[config.mk]
export PLATFORM = sky130hd
export DESIGN_NAME = tcw_ctrl
export DESIGN_NICKNAME = d
export VERILOG_FILES = /design/src/rtl/core/tcw_pkg.sv /design/src/rtl/core/tcw_ctrl.sv
export SDC_FILE = /design/constraint.sdc
export NUM_CORES = 1
export LEC_CHECK = 0
export BUFFER_PORTS_ARGS = -buffer_cell sky130_fd_sc_hd__buf_2
export CORE_AREA = 4 4 150 152
export CTS_CLUSTER_SIZE = 16
export DETAILED_ROUTE_END_ITERATION = 8
export DIE_AREA = 0 0 154 156
export GPL_TIMING_DRIVEN = 0
export RECOVER_POWER = 25
export SLEW_MARGIN = 20
export SYNTH_ARGS = -nofsm -noshare
export SYNTH_HDL_FRONTEND = slang
export SYNTH_SLANG_ARGS = --single-unit
[constraint.sdc]
create_clock -name clk_i -period 6 [get_ports clk_i]
set_input_delay 0.9 -clock clk_i [delete_from_list [all_inputs] [get_ports clk_i]]
set_output_delay 0.9 -clock clk_i [all_outputs]
set_load 0.1 [all_outputs]
[src/rtl/core/tcw_pkg.sv]
// ----------------------------------------------------------------------------
// tcw_pkg
// Shared types, geometry constants and helpers of the text console writer.
// ----------------------------------------------------------------------------
package tcw_pkg;

  localparam int unsigned COLUMNS = 80;
  localparam int unsigned ROWS    = 25;
  localparam int unsigned CELLS   = COLUMNS * ROWS;

  localparam int unsigned AW = $clog2(CELLS);    // screen address width
  localparam int unsigned CW = $clog2(COLUMNS);  // cursor column width
  localparam int unsigned RW = $clog2(ROWS);     // cursor row width
  localparam int unsigned LW = (AW > 11) ? AW : 11;

  localparam logic [15:0] BLANK_CELL = 16'h0720;
  localparam logic [7:0]  CH_SPACE   = 8'h20;
  localparam logic [7:0]  CH_NL      = 8'd10;
  localparam logic [7:0]  CH_CR      = 8'd13;
  localparam logic [7:0]  CH_TAB     = 8'd9;
  localparam int unsigned TAB_STOP   = 8;

  typedef enum logic [2:0] {
    OP_PUT_CHAR   = 3'd0,
    OP_WRITE_AT   = 3'd1,
    OP_SET_CURSOR = 3'd2,
    OP_CLEAR      = 3'd3,
    OP_READ_CELL  = 3'd4
  } op_e;

  typedef enum logic [2:0] {
    S_INIT,
    S_IDLE,
    S_SCROLL,
    S_BLANK,
    S_FILL,
    S_RESP
  } state_e;

  typedef struct packed {
    logic [2:0] opcode;
    logic [7:0] char_code;
    logic [3:0] fore_colour;
    logic [3:0] back_colour;
    logic [7:0] pos_x;
    logic [7:0] pos_y;
  } req_t;

  typedef struct packed {
    logic [10:0] cursor_linear;
    logic [15:0] cell_word;
  } rsp_t;

  typedef struct packed {
    logic          we;
    logic [AW-1:0] waddr;
    logic [15:0]   wdata;
    logic [AW-1:0] raddr;
  } mem_req_t;

  function automatic logic [15:0] make_cell(input logic [7:0] ch,
                                            input logic [3:0] fg,
                                            input logic [3:0] bg);
    return {bg, fg, ch};
  endfunction

endpackage

[src/rtl/core/tcw_ctrl.sv]
// ----------------------------------------------------------------------------
// tcw_ctrl
// Command sequencer: cursor state, cell writes, scroll/clear sweeps, result.
// ----------------------------------------------------------------------------
module tcw_ctrl (
  input  logic              clk_i,
  input  logic              rst_ni,
  input  logic              start,
  output logic              busy,
  input  tcw_pkg::req_t     req_i,
  output tcw_pkg::mem_req_t mem_o,
  input  logic [15:0]       rdata_i,
  output tcw_pkg::rsp_t     rsp_o,
  output logic              rsp_valid_o
);

  localparam int unsigned AW = tcw_pkg::AW;
  localparam int unsigned CW = tcw_pkg::CW;
  localparam int unsigned RW = tcw_pkg::RW;
  localparam int unsigned LW = tcw_pkg::LW;

  tcw_pkg::state_e state_q, state_d;
  logic [AW-1:0]   cnt_q, cnt_d;
  logic [15:0]     fill_q, fill_d;
  logic            rd_cell_q, rd_cell_d;
  logic [RW-1:0]   row_q, row_d;
  logic [CW-1:0]   col_q, col_d;
  tcw_pkg::rsp_t   rsp_q, rsp_d;
  logic            rsp_valid_q, rsp_valid_d;

  logic [LW-1:0]   cur_lin;
  logic [LW-1:0]   xy_lin;
  logic            xy_ok;
  logic [CW:0]     col_n;
  logic [RW:0]     row_n;
  logic [15:0]     new_cell;

  assign cur_lin  = LW'(row_q) * LW'(tcw_pkg::COLUMNS) + LW'(col_q);
  assign xy_lin   = LW'(req_i.pos_y) * LW'(tcw_pkg::COLUMNS) + LW'(req_i.pos_x);
  assign xy_ok    = ({1'b0, req_i.pos_x} < 9'(tcw_pkg::COLUMNS)) &&
                    ({1'b0, req_i.pos_y} < 9'(tcw_pkg::ROWS));
  assign new_cell = tcw_pkg::make_cell(req_i.char_code, req_i.fore_colour,
                                       req_i.back_colour);

  // put-char cursor advance, before scroll check
  always_comb begin
    col_n = {1'b0, col_q};
    row_n = {1'b0, row_q};
    if (req_i.char_code == tcw_pkg::CH_NL) begin
      col_n = '0;
      row_n = row_n + (RW+1)'(1);
    end else if (req_i.char_code == tcw_pkg::CH_CR) begin
      col_n = '0;
    end else if (req_i.char_code == tcw_pkg::CH_TAB) begin
      col_n = (col_n + (CW+1)'(tcw_pkg::TAB_STOP)) &
              ~(CW+1)'(tcw_pkg::TAB_STOP - 1);
    end else begin
      col_n = col_n + (CW+1)'(1);
    end
    if (col_n >= (CW+1)'(tcw_pkg::COLUMNS)) begin
      col_n = '0;
      row_n = row_n + (RW+1)'(1);
    end
  end

  always_comb begin
    state_d     = state_q;
    cnt_d       = cnt_q;
    fill_d      = fill_q;
    rd_cell_d   = rd_cell_q;
    row_d       = row_q;
    col_d       = col_q;
    rsp_d       = rsp_q;
    rsp_valid_d = 1'b0;
    mem_o.we    = 1'b0;
    mem_o.waddr = cnt_q;
    mem_o.wdata = fill_q;
    mem_o.raddr = cnt_q;

    case (state_q)
      tcw_pkg::S_INIT: begin
        mem_o.we    = 1'b1;
        mem_o.wdata = tcw_pkg::BLANK_CELL;
        if (cnt_q == AW'(tcw_pkg::CELLS - 1)) begin
          cnt_d   = '0;
          state_d = tcw_pkg::S_IDLE;
        end else begin
          cnt_d = cnt_q + AW'(1);
        end
      end

      tcw_pkg::S_IDLE: begin
        if (start) begin
          rd_cell_d = 1'b0;
          state_d   = tcw_pkg::S_RESP;
          case (tcw_pkg::op_e'(req_i.opcode))
            tcw_pkg::OP_PUT_CHAR: begin
              if (req_i.char_code != tcw_pkg::CH_NL &&
                  req_i.char_code != tcw_pkg::CH_CR &&
                  req_i.char_code != tcw_pkg::CH_TAB) begin
                mem_o.we    = 1'b1;
                mem_o.waddr = cur_lin[AW-1:0];
                mem_o.wdata = new_cell;
              end
              if (row_n >= (RW+1)'(tcw_pkg::ROWS)) begin
                row_d   = RW'(tcw_pkg::ROWS - 1);
                col_d   = '0;
                cnt_d   = '0;
                state_d = tcw_pkg::S_SCROLL;
              end else begin
                row_d = row_n[RW-1:0];
                col_d = col_n[CW-1:0];
              end
            end
            tcw_pkg::OP_WRITE_AT: begin
              mem_o.we    = xy_ok;
              mem_o.waddr = xy_lin[AW-1:0];
              mem_o.wdata = new_cell;
            end
            tcw_pkg::OP_SET_CURSOR: begin
              col_d = ({1'b0, req_i.pos_x} >= 9'(tcw_pkg::COLUMNS)) ?
                      CW'(tcw_pkg::COLUMNS - 1) : CW'(req_i.pos_x);
              row_d = ({1'b0, req_i.pos_y} >= 9'(tcw_pkg::ROWS)) ?
                      RW'(tcw_pkg::ROWS - 1) : RW'(req_i.pos_y);
            end
            tcw_pkg::OP_CLEAR: begin
              fill_d  = tcw_pkg::make_cell(tcw_pkg::CH_SPACE, req_i.fore_colour,
                                           req_i.back_colour);
              row_d   = '0;
              col_d   = '0;
              cnt_d   = '0;
              state_d = tcw_pkg::S_FILL;
            end
            tcw_pkg::OP_READ_CELL: begin
              mem_o.raddr = xy_lin[AW-1:0];
              rd_cell_d   = xy_ok;
            end
            default: ;
          endcase
        end
      end

      // copy line below up: read cnt+COLUMNS; write the data read in the cycle before to cnt-1
      tcw_pkg::S_SCROLL: begin
        mem_o.raddr = cnt_q + AW'(tcw_pkg::COLUMNS);
        mem_o.we    = (cnt_q != '0);
        mem_o.waddr = cnt_q - AW'(1);
        mem_o.wdata = rdata_i;
        if (cnt_q == AW'(tcw_pkg::CELLS - tcw_pkg::COLUMNS)) begin
          state_d = tcw_pkg::S_BLANK;
        end else begin
          cnt_d = cnt_q + AW'(1);
        end
      end

      tcw_pkg::S_BLANK: begin
        mem_o.we    = 1'b1;
        mem_o.wdata = tcw_pkg::BLANK_CELL;
        if (cnt_q == AW'(tcw_pkg::CELLS - 1)) begin
          state_d = tcw_pkg::S_RESP;
        end else begin
          cnt_d = cnt_q + AW'(1);
        end
      end

      tcw_pkg::S_FILL: begin
        mem_o.we = 1'b1;
        if (cnt_q == AW'(tcw_pkg::CELLS - 1)) begin
          state_d = tcw_pkg::S_RESP;
        end else begin
          cnt_d = cnt_q + AW'(1);
        end
      end

      tcw_pkg::S_RESP: begin
        rsp_d.cursor_linear = cur_lin[10:0];
        rsp_d.cell_word     = rd_cell_q ? rdata_i : 16'h0000;
        rsp_valid_d         = 1'b1;
        state_d             = tcw_pkg::S_IDLE;
      end

      default: state_d = tcw_pkg::S_IDLE;
    endcase
  end

  always_ff @(posedge clk_i or negedge rst_ni) begin
    if (!rst_ni) begin
      state_q     <= tcw_pkg::S_INIT;
      cnt_q       <= '0;
      rd_cell_q   <= 1'b0;
      row_q       <= '0;
      col_q       <= '0;
      rsp_valid_q <= 1'b0;
    end else begin
      state_q     <= state_d;
      cnt_q       <= cnt_d;
      rd_cell_q   <= rd_cell_d;
      row_q       <= row_d;
      col_q       <= col_d;
      rsp_valid_q <= rsp_valid_d;
    end
  end

  always_ff @(posedge clk_i) begin
    fill_q <= fill_d;
    rsp_q  <= rsp_d;
  end

  assign busy        = (state_q != tcw_pkg::S_IDLE);
  assign rsp_o       = rsp_q;
  assign rsp_valid_o = rsp_valid_q;

endmodule

== Word level (Yosys, flattened, before mapping) ==
Cells that the tools add are included.

* Add/sub/neg operators: 9
* Order comparisons: 6
* Equal/unequal tests: 26
* Reductions and logical operators: 16
* Div/mod/pow operators: 0
* Bitwise operators: 0
* Multiplexer cells: 36
* Shift-type cells: 0
* Multipliers: 2

{| class="wikitable"
|+ Operator list
! cell !! number
|-
| $mux 11 || 6
|-
| $pmux 11 s2 || 3
|-
| $pmux 28 s2 || 1
|-
| $pmux 16 s3 || 1
|-
| $pmux 11 s4 || 1
|-
| $mux 39 || 1
|-
| $mux 28 || 1
|-
| $eq 8x4->1 const B || 3
|-
| $mux 8 || 3
|-
| $ne 8x4->1 const B || 3
|-
| $eq 11x11->1 const B || 2
|-
| $mux 7 || 3
|-
| $pmux 7 s3 || 1
|-
| $ge 8x7->1 const B || 2
|-
| $mux 3 || 5
|-
| $pmux 5 s3 || 1
|-
| $eq 3x2->1 const B || 4
|-
| $mux 6 || 2
|-
| $pmux 3 s4 || 1
|-
| $add 11x1->11 const B || 1
|-
| $add 11x7->11 || 1
|-
| $add 11x7->11 const B || 1
|-
| $add 11x8->11 || 1
|-
| $reduce_bool 11->1 || 1
|-
| 31 further kinds || 46
|}

* Output and inout bits: 68
* Memories: 0
* Word-level logic and storage cells: 104
* Bits in read-only memories: 0
* Input bits: 54
* Bits in latches: 0
* RAM bits: 0
* Register bits after elaboration: 63

== Longest topological paths before layout ==
Gate-level depths: netlist of the first run.

* Depth in word-level cells: 11
* Gate-level depth with buffers: 13
* Gate-level depth less buffers: 12

== Least setup slack after synthesis of the first run ==
No wires, ideal clock.

* Kind: input -> output
* From: input req_i[1] (netlist name)
* To: output mem_o[9] (netlist name)
* Cell stages on the path: 8
* Buffers on the path: 0
* Setup slack: 728 ps
* Data arrival time: 4372 ps
* Cells stage by stage: ha_1 ha_1 inv_1 fa_1 nor2_1 xnor2_1 mux2i_1 o21ai_0

{| class="wikitable"
|+ RTL lines
! item !! line !! source
|-
| start: declaration || tcw_ctrl.sv:10 || <nowiki>input tcw_pkg::req_t req_i,</nowiki>
|-
| end: declaration || tcw_ctrl.sv:11 || <nowiki>output tcw_pkg::mem_req_t mem_o,</nowiki>
|}

==> flow_summary.json, run 1 <==
{
  "fp.dieW_microns": 154,
  "drt_wl_total_mm": 18.36,
  "hold_path_class": "flip-flop to flip-flop",
  "critical_path_class": "input port to output pin",
  "cts_sinks": 63,
  "whs_endpoint": "rsp_o[18]$_DFFE_PP_",
  "fin_util": 0.3091,
  "final_cells": 1014,
  "tns_ns": 0,
  "fin_skew_ns": 0.008485,
  "worstMarginPinSlew_ns": 1.795,
  "cp_max_fo": 10,
  "h-tree-depth": 3,
  "port_buffers": 119,
  "clock-root-buffer": "clkbuf_16",
  "final.min_clock_period_ns": 4.950,
  "hold_viol_final": 0,
  "critPathCaptureType": "output pin",
  "start_util": 0.2490,
  "cp.required_ns": 5.10,
  "syn_area_sq_mm": 0.005235,
  "viasPerCell": 5.273,
  "violations": "capacitance limit, slew limit",
  "grt_usage": 0.1496,
  "fp.coreArea_sq_mm": 0.02102,
  "synth_top_area_cell": "edfxtp_1",
  "final_common_cell": "buf_2",
  "routed-via-count": 5347,
  "fin_area_sq_mm": 0.006499,
  "async_reset_ff_frac": 0.4444,
  "final_nets": 821,
  "ys.warnings.count": 0,
  "fmax_ghz": 0.2020,
  "clk_latency_ns": 0.34,
  "ff2ff_path_depth": 10,
  "p_sw_frac": 0.5875,
  "grt_pass1_vias": 5030,
  "p_int_mw": 1.450,
  "final_cell_mix": "111 x buf_2, 59 x nand2_1, 44 x a21oi_1",
  "dp.cells": 998,
  "grt_pass1_wl_mm": 28.60,
  "setup_viol": 0,
  "status": "finished, violations left",
  "gp_congestion": 0.9334,
  "yosysSeqAreaShare": 0.3346,
  "clockBufferDepth": 2,
  "wl_per_cell_microns": 18.10,
  "dpl.hpwl_mm": 14.67,
  "first_iter_violations": 464,
  "sequentialPowerShare": 0.196,
  "grt_setup_unrepaired": "no",
  "ctsResizeCount": 0,
  "postCtsSetupBuffers": 0,
  "r2r_slack_ns": 2.88,
  "ys_top_cells_by_area": "edfxtp_1 20%, dfrtp_1 13%, ha_1 6.9%",
  "synthToLayoutAreaGrowth_pct": 24.14,
  "grt_start_max_net_pins": 29,
  "maxCapViolations": 1,
  "cp_data_arrival_time_ns": 4.05,
  "ant_nets": 0,
  "hold_depth": 0,
  "die-area_sq_mm": 0.02402,
  "power.leakage_nw": 2.680,
  "ys_seq_elements": 63,
  "ctsHoldBuffers": 0,
  "reg2reg_from": "row_q[1]$_DFFE_PN0P_",
  "antenna_cells": 0,
  "pwr_density_cell_mw_per_mm2": 540.8,
  "die_y_microns": 156,
  "synthFlopType": "edfxtp_1",
  "clkSlewWorstSetupHoldPaths_ns": 0.06,
  "fp-row-count": 53,
  "clock_power_share": 0.168,
  "ir_worst_vdd_mv": 0.3698,
  "antenna_found_initial": 0,
  "p_sw_mw": 2.065,
  "synthCells": 604,
  "worst_setup_path_start_kind": "input port",
  "synth_cell_type_count": 67,
  "pin_count": 122,
  "synth_nets": 691,
  "hp-start": "col_q[2]$_DFFE_PN0P_",
  "total_power_mw": 3.514,
  "numCtsBuffers": 9,
  "finalCritPeriodShare": 0.8250,
  "grt_overflow": 0,
  "synth_edf_count": 35,
  "avgSynthCellArea_sq_um": 8.667,
  "dpl_cell_area_sq_mm": 0.006181,
  "yosys.area.top_type_share": 0.2008,
  "layout-drive-gt1-share": 0.1935,
  "slew_headroom": -0.1966,
  "r2r_end": "row_q[0]$_DFFE_PN0P_",
  "power_frac_comb": 0.636,
  "dr.pass1.iters": 6,
  "cts_tree": "yes",
  "drc": 0,
  "drv_slew": 29
}
metrics by stage:
stage	worst slack [ns]	hold slack [ns]
global placement	1.140	0.4793
finish	1.050	0.4965
CTS	1.169	0.4941
floorplan	0.7277	0.4231
global route	0.9378	0.4996
detailed placement	1.191	0.4757
kinds of logic after synthesis:
| group | after synthesis | share of synthesized area |
|---|---|---|
| mux | 4 | 0.008126 |
| flops | 63 | 0.3346 |
| xor+xnor | 29 | 0.04852 |
| fa+ha+maj | 33 | 0.08461 |
| simple gates | 227 | 0.2282 |
| compound gates | 193 | 0.2565 |
| buf+inv | 55 | 0.03944 |
how the worst max path moves through the flow:
stage               startpoint        end
floorplan             req_i[1]   mem_o[9]
global placement     req_i[31]  mem_o[30]
detailed placement   req_i[31]  mem_o[30]
CTS                  req_i[31]  mem_o[30]
global route         req_i[31]  mem_o[30]
finish               req_i[31]  mem_o[30]
Yosys cell counts (all sizes together), types with 9 or more instances:
master  instances
a21o           13
a21oi          44
a22oi          18
a31oi           9
and2           19
and3           14
clkbuf         32
dfrtp          28
edfxtp         35
ha             29
inv            22
nand2          59
nand2b         11
nand3          25
nor2           45
nor2b           9
nor3           13
o21ai          36
o221ai         12
xnor2          19
xor2           10
critical path, cell delays in order:
cell      delay [ns]
buf_2           0.13
nor4_4          0.62
o211ai_1        0.34
o21ai_1         0.63
inv_1           0.18
nand2_1         0.34
a21oi_1         0.13
a21o_1          0.17
o21ai_0         0.11
buf_2           0.49
registers in the layout (all words and copies together), names as in the netlist:
name / cells
cnt_q: 11
row_q: 5
col_q: 7
state_q: 3
rsp_valid_o: 1
fill_q: 8
rsp_o: 27
rd_cell_q: 1
area by class of cell:
type / instances / area, sq um
flip-flops and latches: 63 / 1752
repair buffers: 119 / 585.6
multi-input cells: 486 / 3283
fillers: 2233 / 14520
well taps: 275 / 344.1
clock inverters: 7 / 102.6
inverters: 22 / 82.58
clock buffers: 9 / 225.2
plain buffers: 33 / 123.9
power by group through the flow:
stage	clock network, mW	logic (mW)	registers (mW)
global placement	0	2.19	0.699
finish	0.590	2.23	0.690
global route	0.625	2.37	0.706
floorplan	0	1.40	1.01
CTS	0.602	2.21	0.691
detailed placement	0	2.21	0.699
routing by layer:
metal / part of all wire / GRT usage / vias up
li1: - / - / 2541
met5: 0 / 0 / -
met1: 0.46 / 0.2159 / 2535
met3: 0.091 / 0.03773 / 23
met2: 0.43 / 0.2238 / 248
met4: 0.015 / 0.03701 / 0
No activity file was read; power rests on OpenSTA's default activity.
==> run 2, diff against run 1 <==
- clock period: 6 -> 4.2 ns (I/O delays scaled with it)
==> flow_summary.json, run 2 (synthesis gave the netlist of run 1 again) <==
{
  "status": "finished, violations left",
  "violations": "capacitance limit, slew limit",
  "clk_latency_ns": 0.34,
  "pin_count": 122,
  "antenna_found_initial": 2,
  "grt_pass1_wl_mm": 28.61,
  "viasPerCell": 5.300,
  "cp_max_fo": 11,
  "h-tree-depth": 3,
  "first_iter_violations": 578,
  "fmax_ghz": 0.2457,
  "fp-row-count": 53,
  "dr.pass1.iters": 5,
  "grt_usage": 0.1503,
  "dr_wl_met3_mm": 1.757,
  "ff2ff_path_depth": 12,
  "whs_endpoint": "fill_q[13]$_DFFE_PP_",
  "layout-drive-gt1-share": 0.2032,
  "clock-root-buffer": "clkbuf_16",
  "hold_path_class": "input port to flip-flop",
  "hold_depth": 1,
  "cp_data_arrival_time_ns": 3.44,
  "fp.coreArea_sq_mm": 0.02102,
  "drt_wl_total_mm": 18.60,
  "cts_tree": "yes",
  "startpoint": "row_q[1]$_DFFE_PN0P_",
  "r2r_end": "cnt_q[5]$_DFFE_PN0P_",
  "drv_slew": 29,
  "drc": 0,
  "worst_setup_path_start_kind": "flip-flop",
  "final_common_cell": "buf_2",
  "grt_start_max_net_pins": 29,
  "hp-start": "req_i[17]",
  "numCtsBuffers": 9,
  "tns_ns": 0,
  "r2r_slack_ns": 1.16,
  "worstMarginPinSlew_ns": 1.736,
  "fin_skew_ns": 0.006418,
  "critPathCaptureType": "output pin",
  "pwr_density_cell_mw_per_mm2": 761.5,
  "wl_per_cell_microns": 18.25,
  "grt_overflow": 0,
  "routed-via-count": 5401,
  "setup_viol": 0,
  "reg2reg_from": "cnt_q[4]$_DFFE_PN0P_",
  "slew_headroom": -0.1576,
  "grt_pass1_vias": 5041,
  "finalCritPeriodShare": 0.9691,
  "gp_congestion": 0.9392,
  "clockBufferDepth": 2,
  "final_nets": 825,
  "die-area_sq_mm": 0.02402,
  "critical_path_class": "flip-flop to output pin",
  "final.min_clock_period_ns": 4.070,
  "hold_slack_ns": 0.4850,
  "cts_sinks": 63,
  "cp.required_ns": 3.57,
  "ant_nets": 0,
  "drt-met1-wl_mm": 8.504,
  "largest_reg_flops": 27,
  "port_buffers": 119,
  "fp.dieW_microns": 154,
  "die_y_microns": 156,
  "hold_viol_final": 0,
  "ctsHoldBuffers": 0,
  "synthToLayoutAreaGrowth_pct": 24.71,
  "final_cell_mix": "110 x buf_2, 59 x nand2_1, 44 x a21oi_1",
  "clkSlewWorstSetupHoldPaths_ns": 0.06,
  "maxCapViolations": 1,
  "ir_worst_vdd_mv": 0.5487,
  "wl_met2_mm": 8.125,
  "start_util": 0.2490,
  "power.leakage_nw": 2.701,
  "top_layer": "met5",
  "nFillCells": 2231,
  "dpl.hpwl_mm": 14.80
}
[run 2: changes by cell type in the layout (fill, tap and decap cells not counted), sizes merged]
cell / delta
bufinv: -1
clkinvlp: -1
buf: +4
diode: +1
clkinv: +2
[run 2: how the worst max path moves through the flow]
stage / to / slack (ns) / cells past startpoint
after global routing: mem_o[37] / -0.02 / 10
after CTS: mem_o[37] / 0.03 / 10
final: mem_o[36] / 0.13 / 9
after global placement: mem_o[30] / -0.09 / 10
after detailed placement: mem_o[30] / -0.03 / 10
after floorplan: mem_o[36] / 0.05 / 8
[run 2: repair_timing]
| item | CTS | global route |
|---|---|---|
| setup endpoints to repair | 3 | 3 |
| setup buffers | 0 | 3 |
| resized for setup | 2 | 2 |
| cloned | 0 | 0 |
| hold endpoints to repair | 0 | 0 |
| pin swaps | 0 | 1 |
[run 2: power by group]
group	switching (mW)	total [mW]	leakage (nW)	internal, mW
logic	2.50	3.20	1.88	0.703
registers	0.142	0.991	0.674	0.849
clock network	0.310	0.776	0.151	0.466
[run 2: final cells by class]
| cell class | count | area (sq um) | area share |
|---|---|---|---|
| diodes | 1 | 2.502 | 0.0003833 |
| well taps | 275 | 344.1 | 0.05270 |
| plain buffers | 33 | 123.9 | 0.01897 |
| clock inverters | 7 | 78.83 | 0.01207 |
| inverters | 22 | 82.58 | 0.01265 |
| multi-input cells | 486 | 3301 | 0.5056 |
| flip-flops and latches | 63 | 1753 | 0.2685 |
| clock buffers | 9 | 225.2 | 0.03450 |
| repair buffers | 123 | 618.1 | 0.09467 |
[run 2: metal layers]
metal,vias to the layer above,global-route usage
met4,4,0.02733
met5,-,0
li1,2546,-
met2,274,0.2307
met1,2552,0.2132
met3,25,0.04300
[run 2: worst max-delay path, stage by stage (launching register included)]
cell	delay, ns
dfrtp_2	0.50
ha_1	0.33
ha_1	0.21
inv_1	0.07
fa_1	0.46
nor3b_1	0.29
xnor2_1	0.30
a22oi_1	0.17
o221ai_1	0.27
buf_2	0.48
[run 2: through the flow]
stage          setup slack (ns)  total power [mW]  area [sq um]    util  std cells
6_report                 0.1297             4.972          6529  0.3106       1019
5_1_grt                -0.01973             5.234          6526  0.3105       1018
3_5_place_dp           -0.02962             4.168          6195  0.2947        999
3_3_place_gp           -0.08746             4.137          6181  0.2940        998
4_1_cts                 0.02530             4.959          6505  0.3094       1015
2_1_floorplan           0.05262             3.449          5241       -        604
